--- config.mk ---
export PLATFORM = sky130hd
export DESIGN_NAME = chunked_free_list_allocator_top
export DESIGN_NICKNAME = d
export VERILOG_FILES = /design/src/hdl/cfla_pkg.sv /design/src/hdl/cfla_ram.sv /design/src/hdl/cfla_queue.sv /design/src/hdl/cfla_front.sv /design/src/hdl/cfla_back.sv /design/src/hdl/chunked_free_list_allocator_top.sv
export VERILOG_INCLUDE_DIRS = /design/src /design/src/hdl
export SDC_FILE = /design/constraint.sdc
export NUM_CORES = 1
export LEC_CHECK = 0
export BUFFER_PORTS_ARGS = -buffer_cell sky130_fd_sc_hd__buf_2
export CAP_MARGIN = 25
export CORE_MARGIN = 10
export CORE_UTILIZATION = 35
export DETAILED_ROUTE_END_ITERATION = 10
export SYNTH_ARGS = -nofsm -noshare
export SYNTH_HDL_FRONTEND = slang
export SYNTH_HIERARCHICAL = 1
export SYNTH_SLANG_ARGS = --single-unit
--- constraint.sdc ---
create_clock -name clk_i -period 5.8 [get_ports clk_i]
set_input_delay 0.87 -clock clk_i [delete_from_list [all_inputs] [get_ports clk_i]]
set_output_delay 0.87 -clock clk_i [all_outputs]
set_load 0.005 [all_outputs]
--- src/hdl/chunked_free_list_allocator_top_assert.svh ---
// Assertion macros for the chunked free-list allocator.
// Included by the top level; needs clk_i and rst_ni in the including scope.
`ifndef CHUNKED_FREE_LIST_ALLOCATOR_TOP_ASSERT_SVH
`define CHUNKED_FREE_LIST_ALLOCATOR_TOP_ASSERT_SVH

`ifndef NO_ASSERTIONS
`define CFLA_ASSERT(lbl, prop, msg) \
  lbl: assert property (@(posedge clk_i) disable iff (!rst_ni) prop) else $error(msg);
`define CFLA_NEVER(lbl, cond, msg) \
  lbl: assert property (@(posedge clk_i) disable iff (!rst_ni) !(cond)) else $error(msg);
`else
`define CFLA_ASSERT(lbl, prop, msg)
`define CFLA_NEVER(lbl, cond, msg)
`endif

`endif

--- src/hdl/cfla_pkg.sv ---
// Package of the chunked free-list allocator: types, codes and constants.
// Used by every module of the block but cfla_ram; depends on nothing.
package cfla_pkg;

  localparam int POOL_BLOCKS_DEF  = 64;
  localparam int CHUNK_BLOCKS_DEF = 5;

  localparam int IDX_W = 6;
  localparam int BB_W  = 9;
  localparam int OFS_W = 14;
  localparam int CNT_W = 7;
  localparam int PROD_W = IDX_W + BB_W;

  localparam logic [BB_W-1:0]  BLOCK_BYTES_RST = BB_W'(8);
  localparam logic [CNT_W-1:0] FREE_MAX        = CNT_W'(127);

  localparam logic ST_OK        = 1'b0;
  localparam logic ST_EXHAUSTED = 1'b1;

  typedef enum logic {
    OP_ALLOC = 1'b0,
    OP_FREE  = 1'b1
  } op_e;

  typedef enum logic [1:0] {
    KIND_ALLOC,
    KIND_FREE,
    KIND_FREE_OUT
  } kind_e;

  typedef enum logic {
    BK_READY,
    BK_WAIT
  } back_state_e;

  typedef struct packed {
    logic             opcode;
    logic [IDX_W-1:0] block_index;
  } cfla_req_t;

  typedef struct packed {
    logic             status;
    logic [IDX_W-1:0] block_index_res;
    logic [OFS_W-1:0] byte_offset;
    logic [CNT_W-1:0] free_count;
  } cfla_rsp_t;

  typedef struct packed {
    kind_e            kind;
    logic [IDX_W-1:0] index;
  } cfla_cmd_t;

endpackage

--- src/hdl/cfla_ram.sv ---
// Generic single-port-write, single-port-read RAM with registered read data.
// Standalone; depends on nothing.
module cfla_ram #(
  parameter int WIDTH = 8,
  parameter int DEPTH = 64
) (
  input  logic                     clk_i,
  input  logic                     we_i,
  input  logic [$clog2(DEPTH)-1:0] waddr_i,
  input  logic [WIDTH-1:0]         wdata_i,
  input  logic [$clog2(DEPTH)-1:0] raddr_i,
  output logic [WIDTH-1:0]         rdata_o
);

  logic [WIDTH-1:0] mem_q [DEPTH];
  logic [WIDTH-1:0] rdata_q;

  always_ff @(posedge clk_i) begin
    if (we_i) begin
      mem_q[waddr_i] <= wdata_i;
    end
    rdata_q <= mem_q[raddr_i];
  end

  assign rdata_o = rdata_q;

endmodule

--- src/hdl/cfla_queue.sv ---
// Two-entry command queue between the front and back ends of the allocator.
// Depends on cfla_pkg.
module cfla_queue import cfla_pkg::*; (
  input  logic      clk_i,
  input  logic      rst_ni,
  input  logic      push_i,
  input  cfla_cmd_t din_i,
  input  logic      pop_i,
  output cfla_cmd_t dout_o,
  output logic      empty_o,
  output logic      full_o
);

  cfla_cmd_t  entry_q [2];
  logic       wr_ptr_q, wr_ptr_d;
  logic       rd_ptr_q, rd_ptr_d;
  logic [1:0] cnt_q, cnt_d;

  always_comb begin
    wr_ptr_d = wr_ptr_q;
    rd_ptr_d = rd_ptr_q;
    cnt_d    = cnt_q;
    if (push_i) begin
      wr_ptr_d = ~wr_ptr_q;
    end
    if (pop_i) begin
      rd_ptr_d = ~rd_ptr_q;
    end
    if (push_i && !pop_i) begin
      cnt_d = cnt_q + 2'd1;
    end else if (pop_i && !push_i) begin
      cnt_d = cnt_q - 2'd1;
    end
  end

  always_ff @(posedge clk_i or negedge rst_ni) begin
    if (!rst_ni) begin
      wr_ptr_q <= 1'b0;
      rd_ptr_q <= 1'b0;
      cnt_q    <= 2'd0;
    end else begin
      wr_ptr_q <= wr_ptr_d;
      rd_ptr_q <= rd_ptr_d;
      cnt_q    <= cnt_d;
    end
  end

  always_ff @(posedge clk_i) begin
    if (push_i) begin
      entry_q[wr_ptr_q] <= din_i;
    end
  end

  assign dout_o  = entry_q[rd_ptr_q];
  assign empty_o = (cnt_q == 2'd0);
  assign full_o  = (cnt_q == 2'd2);

endmodule

--- src/hdl/cfla_front.sv ---
// Front end of the allocator: takes request items and classifies them.
// Depends on cfla_pkg; feeds cfla_queue.
module cfla_front import cfla_pkg::*; #(
  parameter int POOL_BLOCKS = POOL_BLOCKS_DEF
) (
  input  logic      start_i,
  input  cfla_req_t req_i,
  input  logic      q_full_i,
  output logic      busy_o,
  output logic      push_o,
  output cfla_cmd_t cmd_o
);

  logic in_pool;

  assign in_pool = (32'(req_i.block_index) < POOL_BLOCKS);
  assign busy_o  = q_full_i;
  assign push_o  = start_i && !q_full_i;

  always_comb begin
    cmd_o.index = req_i.block_index;
    if (req_i.opcode == OP_ALLOC) begin
      cmd_o.kind = KIND_ALLOC;
    end else if (in_pool) begin
      cmd_o.kind = KIND_FREE;
    end else begin
      cmd_o.kind = KIND_FREE_OUT;
    end
  end

endmodule

--- src/hdl/cfla_back.sv ---
// Back end of the allocator: free list, carved run, pool bump and results.
// Depends on cfla_pkg and cfla_ram; drains cfla_queue.
module cfla_back import cfla_pkg::*; #(
  parameter int POOL_BLOCKS  = POOL_BLOCKS_DEF,
  parameter int CHUNK_BLOCKS = CHUNK_BLOCKS_DEF
) (
  input  logic            clk_i,
  input  logic            rst_ni,
  input  logic            q_empty_i,
  input  cfla_cmd_t       cmd_i,
  input  logic [BB_W-1:0] block_bytes_i,
  output logic            pop_o,
  output logic            done_o,
  output cfla_rsp_t       rsp_o
);

  localparam int PTR_W  = $clog2(POOL_BLOCKS + 1);
  localparam int ADDR_W = $clog2(POOL_BLOCKS);
  localparam int RUN_W  = $clog2(CHUNK_BLOCKS + 1);

  back_state_e state_q, state_d;

  logic [PTR_W-1:0]  head_q, head_d;
  logic [ADDR_W-1:0] run_next_q, run_next_d;
  logic [RUN_W-1:0]  run_left_q, run_left_d;
  logic [PTR_W-1:0]  bump_q, bump_d;
  logic [CNT_W-1:0]  free_q, free_d;
  logic              done_q;
  cfla_rsp_t         rsp_q, rsp_d;

  logic              ram_we;
  logic [ADDR_W-1:0] ram_waddr;
  logic [PTR_W-1:0]  ram_rdata;

  logic              list_empty;
  logic [PTR_W-1:0]  avail;
  logic [RUN_W-1:0]  carve_n;
  logic [7:0]        carve_sum;
  logic [IDX_W-1:0]  res_idx;
  logic              res_status;
  logic [PROD_W-1:0] prod;

  cfla_ram #(
    .WIDTH (PTR_W),
    .DEPTH (POOL_BLOCKS)
  ) u_link_ram (
    .clk_i   (clk_i),
    .we_i    (ram_we),
    .waddr_i (ram_waddr),
    .wdata_i (head_q),
    .raddr_i (head_q[ADDR_W-1:0]),
    .rdata_o (ram_rdata)
  );

  always_comb begin
    state_d = state_q;
    case (state_q)
      BK_READY: begin
        if (!q_empty_i) begin
          state_d = BK_WAIT;
        end
      end
      BK_WAIT: state_d = BK_READY;
      default: state_d = BK_READY;
    endcase
  end

  always_comb begin
    pop_o = (state_q == BK_READY) && !q_empty_i;
  end

  assign list_empty = (head_q == PTR_W'(POOL_BLOCKS));
  assign avail      = PTR_W'(POOL_BLOCKS) - bump_q;
  assign carve_n    = (32'(avail) > CHUNK_BLOCKS) ? RUN_W'(CHUNK_BLOCKS) : RUN_W'(avail);
  assign carve_sum  = {1'b0, free_q} + (8'(carve_n) - 8'd1);
  assign ram_waddr  = ADDR_W'(cmd_i.index);

  always_comb begin
    head_d     = head_q;
    run_next_d = run_next_q;
    run_left_d = run_left_q;
    bump_d     = bump_q;
    free_d     = free_q;
    ram_we     = 1'b0;
    res_idx    = '0;
    res_status = ST_OK;
    if (pop_o) begin
      case (cmd_i.kind)
        KIND_FREE: begin
          ram_we  = 1'b1;
          head_d  = PTR_W'(cmd_i.index);
          res_idx = cmd_i.index;
          if (free_q != FREE_MAX) begin
            free_d = free_q + 1'b1;
          end
        end
        KIND_FREE_OUT: res_idx = cmd_i.index;
        KIND_ALLOC: begin
          if (!list_empty) begin
            res_idx = IDX_W'(head_q);
            head_d  = ram_rdata;
            if (free_q != '0) begin
              free_d = free_q - 1'b1;
            end
          end else if (run_left_q != '0) begin
            res_idx    = IDX_W'(run_next_q);
            run_next_d = run_next_q + 1'b1;
            run_left_d = run_left_q - 1'b1;
            if (free_q != '0) begin
              free_d = free_q - 1'b1;
            end
          end else if (bump_q < PTR_W'(POOL_BLOCKS)) begin
            res_idx    = IDX_W'(bump_q);
            run_next_d = ADDR_W'(bump_q + 1'b1);
            run_left_d = carve_n - 1'b1;
            bump_d     = bump_q + PTR_W'(carve_n);
            if (carve_sum > 8'(FREE_MAX)) begin
              free_d = FREE_MAX;
            end else begin
              free_d = carve_sum[CNT_W-1:0];
            end
          end else begin
            res_status = ST_EXHAUSTED;
          end
        end
        default: ;
      endcase
    end
  end

  assign prod = PROD_W'(res_idx) * PROD_W'(block_bytes_i);

  always_comb begin
    rsp_d.status          = res_status;
    rsp_d.block_index_res = res_idx;
    rsp_d.byte_offset     = prod[OFS_W-1:0];
    rsp_d.free_count      = free_d;
  end

  always_ff @(posedge clk_i or negedge rst_ni) begin
    if (!rst_ni) begin
      state_q    <= BK_READY;
      head_q     <= PTR_W'(POOL_BLOCKS);
      run_next_q <= '0;
      run_left_q <= '0;
      bump_q     <= '0;
      free_q     <= '0;
      done_q     <= 1'b0;
    end else begin
      state_q    <= state_d;
      head_q     <= head_d;
      run_next_q <= run_next_d;
      run_left_q <= run_left_d;
      bump_q     <= bump_d;
      free_q     <= free_d;
      done_q     <= pop_o;
    end
  end

  always_ff @(posedge clk_i) begin
    if (pop_o) begin
      rsp_q <= rsp_d;
    end
  end

  assign done_o = done_q;
  assign rsp_o  = rsp_q;

endmodule

--- src/hdl/chunked_free_list_allocator_top.sv ---
// Top level of the chunked free-list allocator.
// Depends on cfla_pkg, cfla_front, cfla_queue, cfla_back and the assertion header.

// A request item is taken at a clock edge where start is high and busy is low.
// Each item gives exactly one result, shown for one cycle with done_o high;
// the receiver must take it then, as results cannot be held back. The back end
// takes an item only in its ready state and then passes a wait state, in which
// the registered read of the next-link memory follows any change of the list head;
// the result appears the cycle after the back end takes the item. Up to two items
// wait in the queue between the front and back ends; busy is high when it is full.
// No clearing pass runs after reset, and block_bytes resets to 8.
`include "chunked_free_list_allocator_top_assert.svh"

module chunked_free_list_allocator_top import cfla_pkg::*; #(
  parameter int POOL_BLOCKS  = POOL_BLOCKS_DEF,
  parameter int CHUNK_BLOCKS = CHUNK_BLOCKS_DEF
) (
  input  logic            clk_i,
  input  logic            rst_ni,
  input  logic            start,
  output logic            busy,
  input  cfla_req_t       req_i,
  output logic            done_o,
  output cfla_rsp_t       rsp_o,
  input  logic            cfg_we_i,
  input  logic [BB_W-1:0] cfg_wdata_i
);

  logic [BB_W-1:0] block_bytes_q;
  logic            push;
  logic            pop;
  logic            q_empty;
  logic            q_full;
  cfla_cmd_t       cmd_in;
  cfla_cmd_t       cmd_out;

  always_ff @(posedge clk_i or negedge rst_ni) begin
    if (!rst_ni) begin
      block_bytes_q <= BLOCK_BYTES_RST;
    end else if (cfg_we_i) begin
      block_bytes_q <= cfg_wdata_i;
    end
  end

  cfla_front #(
    .POOL_BLOCKS (POOL_BLOCKS)
  ) u_front (
    .start_i  (start),
    .req_i    (req_i),
    .q_full_i (q_full),
    .busy_o   (busy),
    .push_o   (push),
    .cmd_o    (cmd_in)
  );

  cfla_queue u_queue (
    .clk_i   (clk_i),
    .rst_ni  (rst_ni),
    .push_i  (push),
    .din_i   (cmd_in),
    .pop_i   (pop),
    .dout_o  (cmd_out),
    .empty_o (q_empty),
    .full_o  (q_full)
  );

  cfla_back #(
    .POOL_BLOCKS  (POOL_BLOCKS),
    .CHUNK_BLOCKS (CHUNK_BLOCKS)
  ) u_back (
    .clk_i         (clk_i),
    .rst_ni        (rst_ni),
    .q_empty_i     (q_empty),
    .cmd_i         (cmd_out),
    .block_bytes_i (block_bytes_q),
    .pop_o         (pop),
    .done_o        (done_o),
    .rsp_o         (rsp_o)
  );

  `CFLA_NEVER(a_no_overflow, push && q_full, "Item pushed into a full queue.")
  `CFLA_NEVER(a_no_underflow, pop && q_empty, "Item popped from an empty queue.")
  `CFLA_ASSERT(a_done_single, done_o |=> !done_o, "Results on two cycles in a row.")
  `CFLA_ASSERT(a_done_after_pop, done_o |-> $past(pop), "Result without a taken item.")

endmodule
==> impl_metrics.ini <==
[synthesis]
synth-simple-area-share_pct = 7.076
synth.avg_cell_area_um2 = 16.35
syn_nets = 1564
synth-compound-area-share_pct = 5.554
synth_top_area_share_pct = 61.35
ys.flop_type = edfxtp_1
async_flop_share_pct = 8.103
synth.largest_area_cell = edfxtp_1
synth_cell_types = 78
synth_xor_area_share_pct = 1.055
ys_seq_elements = 543
ys_seq_area_share_pct = 66.51
syn_area_mm2 = 0.02408
muxShareOfSynthArea_pct = 12.51
netlist_top_cells_area = edfxtp_1 (61%), mux4_2 (10%), dfrtp_1 (4.4%), fa_1 (2.4%), ha_1 (2.2%)
yosysWarningCount = 6
synth_top_family_by_area = multiplexers
syn-instance-count = 1473
synth_edf_count = 492
synth_fa_ha_area_share_pct = 4.593

[clock_tree]
clock-sinks = 543
cts_root_buffer = clkbuf_16
cts_setup_buffers = 0
clockBufferDepth = 3
h-tree-depth = 2
cts_resized = 0
clk_pin_slew_ns = 0.06
tritoncts = yes
cts_buffers = 56
clk_latency_ns = 0.61
hold_buffers = 0

[pwr]
powerDensity_mw_per_mm2 = 485.0
ir_worst_vdd_mv = 0.3290
p_leak_nw = 9.206

[setup_path]
end_kind = flip-flop
path_common_cell = fa_1
crit_path_cell_trace = inv_1, ha_1, or4_4, o21a_4, a211oi_1, o21ai_1, a21oi_2, nand2_1, fa_1, fa_1, fa_1, inv_1, ha_1, nor2b_1, o21ai_0, a21oi_1, o41ai_1, o21ai_0, xnor2_1
start_kind = flip-flop
r2r_cells = 19
cpPeakStageDelay_ns = 0.55
path_class = reg2reg
cp_max_fo = 5
cp.required_ns = 6.15
crit_arrival_ns = 5.84
cp_slowest_cell = or4_4

[final_layout]
final_util_pct = 39.76
drive_gt1_share_pct = 20.34
syn_to_final_growth_pct = 12.83
nets = 1630
antennaDiodeCount = 0
fillers = 6127
final_common_cell = edfxtp_1
layout_common_cells = edfxtp_1 (492), nor2_1 (116), mux4_2 (112)

[sta]
hold_violations = 0
rsz0062_at_grt = no
fin_crit_sh_pct = 94.64
worstMarginPinSlew_ns = 1.004
setup_viol = 0
skew_ns = 0.01848
min_period_ns = 5.489
fmax_mhz = 182.2
fin_tns_setup_ns = 0
slew_viol_final = 0
relSlewSlack_pct = 32.63

[floorplanning]
initial_core_util_pct = 35.24
rows = 96
fp.dieW_um = 282.3
io_pins = 50
core_area_mm2 = 0.06835
die-area_mm2 = 0.07970
die_y_um = 282.3

[route]
wl_per_cell_um = 21.14
vias = 13070
drt-pass1-iter-count = 5
antenna_left = 0
drc = 0
wl_mm = 52.10
vias_per_cell = 5.301
drt_iter0_markers = 1278

[place]
portBuffers = 49
gp_congestion = 0.8471
dp_hpwl_mm = 32.81

[global_routing]
grt_pass1_vias = 13090
grt_pass1_wl_mm = 80.37
grt_max_degree = 161
overflow = 0
antenna_found_initial = 0
gr-usage-all-layers_pct = 13.06

[hold_path]
hold_path.class = in2async

[job]
maxCapViolations = 0

[outcome]
outcome = finished clean
==> critical path: cells and delay by family (launching register included) <==
| family | cells | cell delay, ns |
|---|---|---|
| adder cells (fa/ha/maj) | 5 | 2.05 |
| AND/OR/NAND/NOR | 3 | 0.77 |
| XOR/XNOR | 1 | 0.15 |
| flip-flops | 1 | 0.35 |
| buffers and inverters | 2 | 0.12 |
| AO/OA/AOI/OAI | 8 | 1.79 |
==> synthesized netlist by cell type (all sizes together) (13+ instances only) <==
master and instances:
and2 44, a21oi 42, fa 29, nand3 23, mux4 112, dfrtp 42
xnor2 21, nor3 23, nand2 69, ha 42, mux2i 23, edfxtp 492
clkbuf 31, nor2 117, buf 44, mux2 20, o22ai 13, o21ai 50
inv 56
==> metal layers <==
metal / part of all wire [%] / wire [µm] / GRT usage [%]
met4: 2.9 / 1535 / 4.774
met2: 46 / 23900 / 20.27
met5: 0 / 0 / 0
met3: 6.5 / 3361 / 2.540
met1: 45 / 23310 / 18.03
==> report_power, final <==
group | internal (W) | switching [W] | total (W)
combinational | 0.00170 | 0.00263 | 0.00433
sequential | 0.00506 | 0.000154 | 0.00521
clock | 0.00218 | 0.00146 | 0.00364
==> kinds of logic after synthesis <==
logic type | count (synthesis)
flip-flops | 543
AND/OR/NAND/NOR | 344
AO/OA/AOI/OAI | 199
multiplexers | 155
buffers and inverters | 131
adder cells (fa/ha/maj) | 71
XOR/XNOR | 29
other | 1
==> final timing paths <==
path	from	end	slack, ns
worst max-delay path	u_back/bump_q[0]	u_back/rsp_o[20]	0.31
worst min-delay path	rst_ni	u_back/free_q[5]	0.35
worst max register to register	u_back/bump_q[0]	u_back/rsp_o[20]	0.31
worst min register to register	u_back/u_link_ram/rdata_o[6]	u_back/head_q[6]	0.46
max in group asynchronous	rst_ni	u_back/head_q[1]	4.97
min in group clk_i	u_back/u_link_ram/rdata_o[6]	u_back/head_q[6]	0.46
==> flip-flops by register name (all words and copies together), names as in the netlist <==
register,count
u_back/u_link_ram/mem_q,448
u_back/rsp_o,28
u_queue/entry_q,16
block_bytes_q,9
u_back/bump_q,7
u_back/free_q,7
u_back/head_q,7
u_back/u_link_ram/rdata_o,7
u_back/run_next_q,6
u_back/run_left_q,3
u_queue/cnt_q,2
u_back/done_o,1
u_queue/rd_ptr_q,1
u_queue/wr_ptr_q,1
==> layout make-up <==
| cell class | count | area, µm² | area share, % |
|---|---|---|---|
| clock buffer | 72 | 1461 | 5.378 |
| clock inverter | 30 | 401.6 | 1.478 |
| inverter | 56 | 210.2 | 0.7736 |
| multi-input combinational | 799 | 7430 | 27.34 |
| sequential | 543 | 16030 | 59.00 |
| tap | 882 | 1104 | 4.061 |
| timing repair buffer | 83 | 533.0 | 1.962 |
==> through the flow <==
step	setup WS, ns	instance area [µm²]	cells	hold WS, ns	total power [W]
2_1_floorplan	0.2029	24080	1473	0.4178	0.008346
3_3_place_gp	0.3560	25300	2361	0.4489	0.009574
3_5_place_dp	0.3427	25300	2362	0.4516	0.009658
4_1_cts	0.2863	27170	2464	0.3532	0.01334
5_1_grt	0.003732	27170	2465	0.3901	0.01392
6_report	0.3107	27170	2465	0.3523	0.01318
No activity file was read; power rests on OpenSTA's default activity.
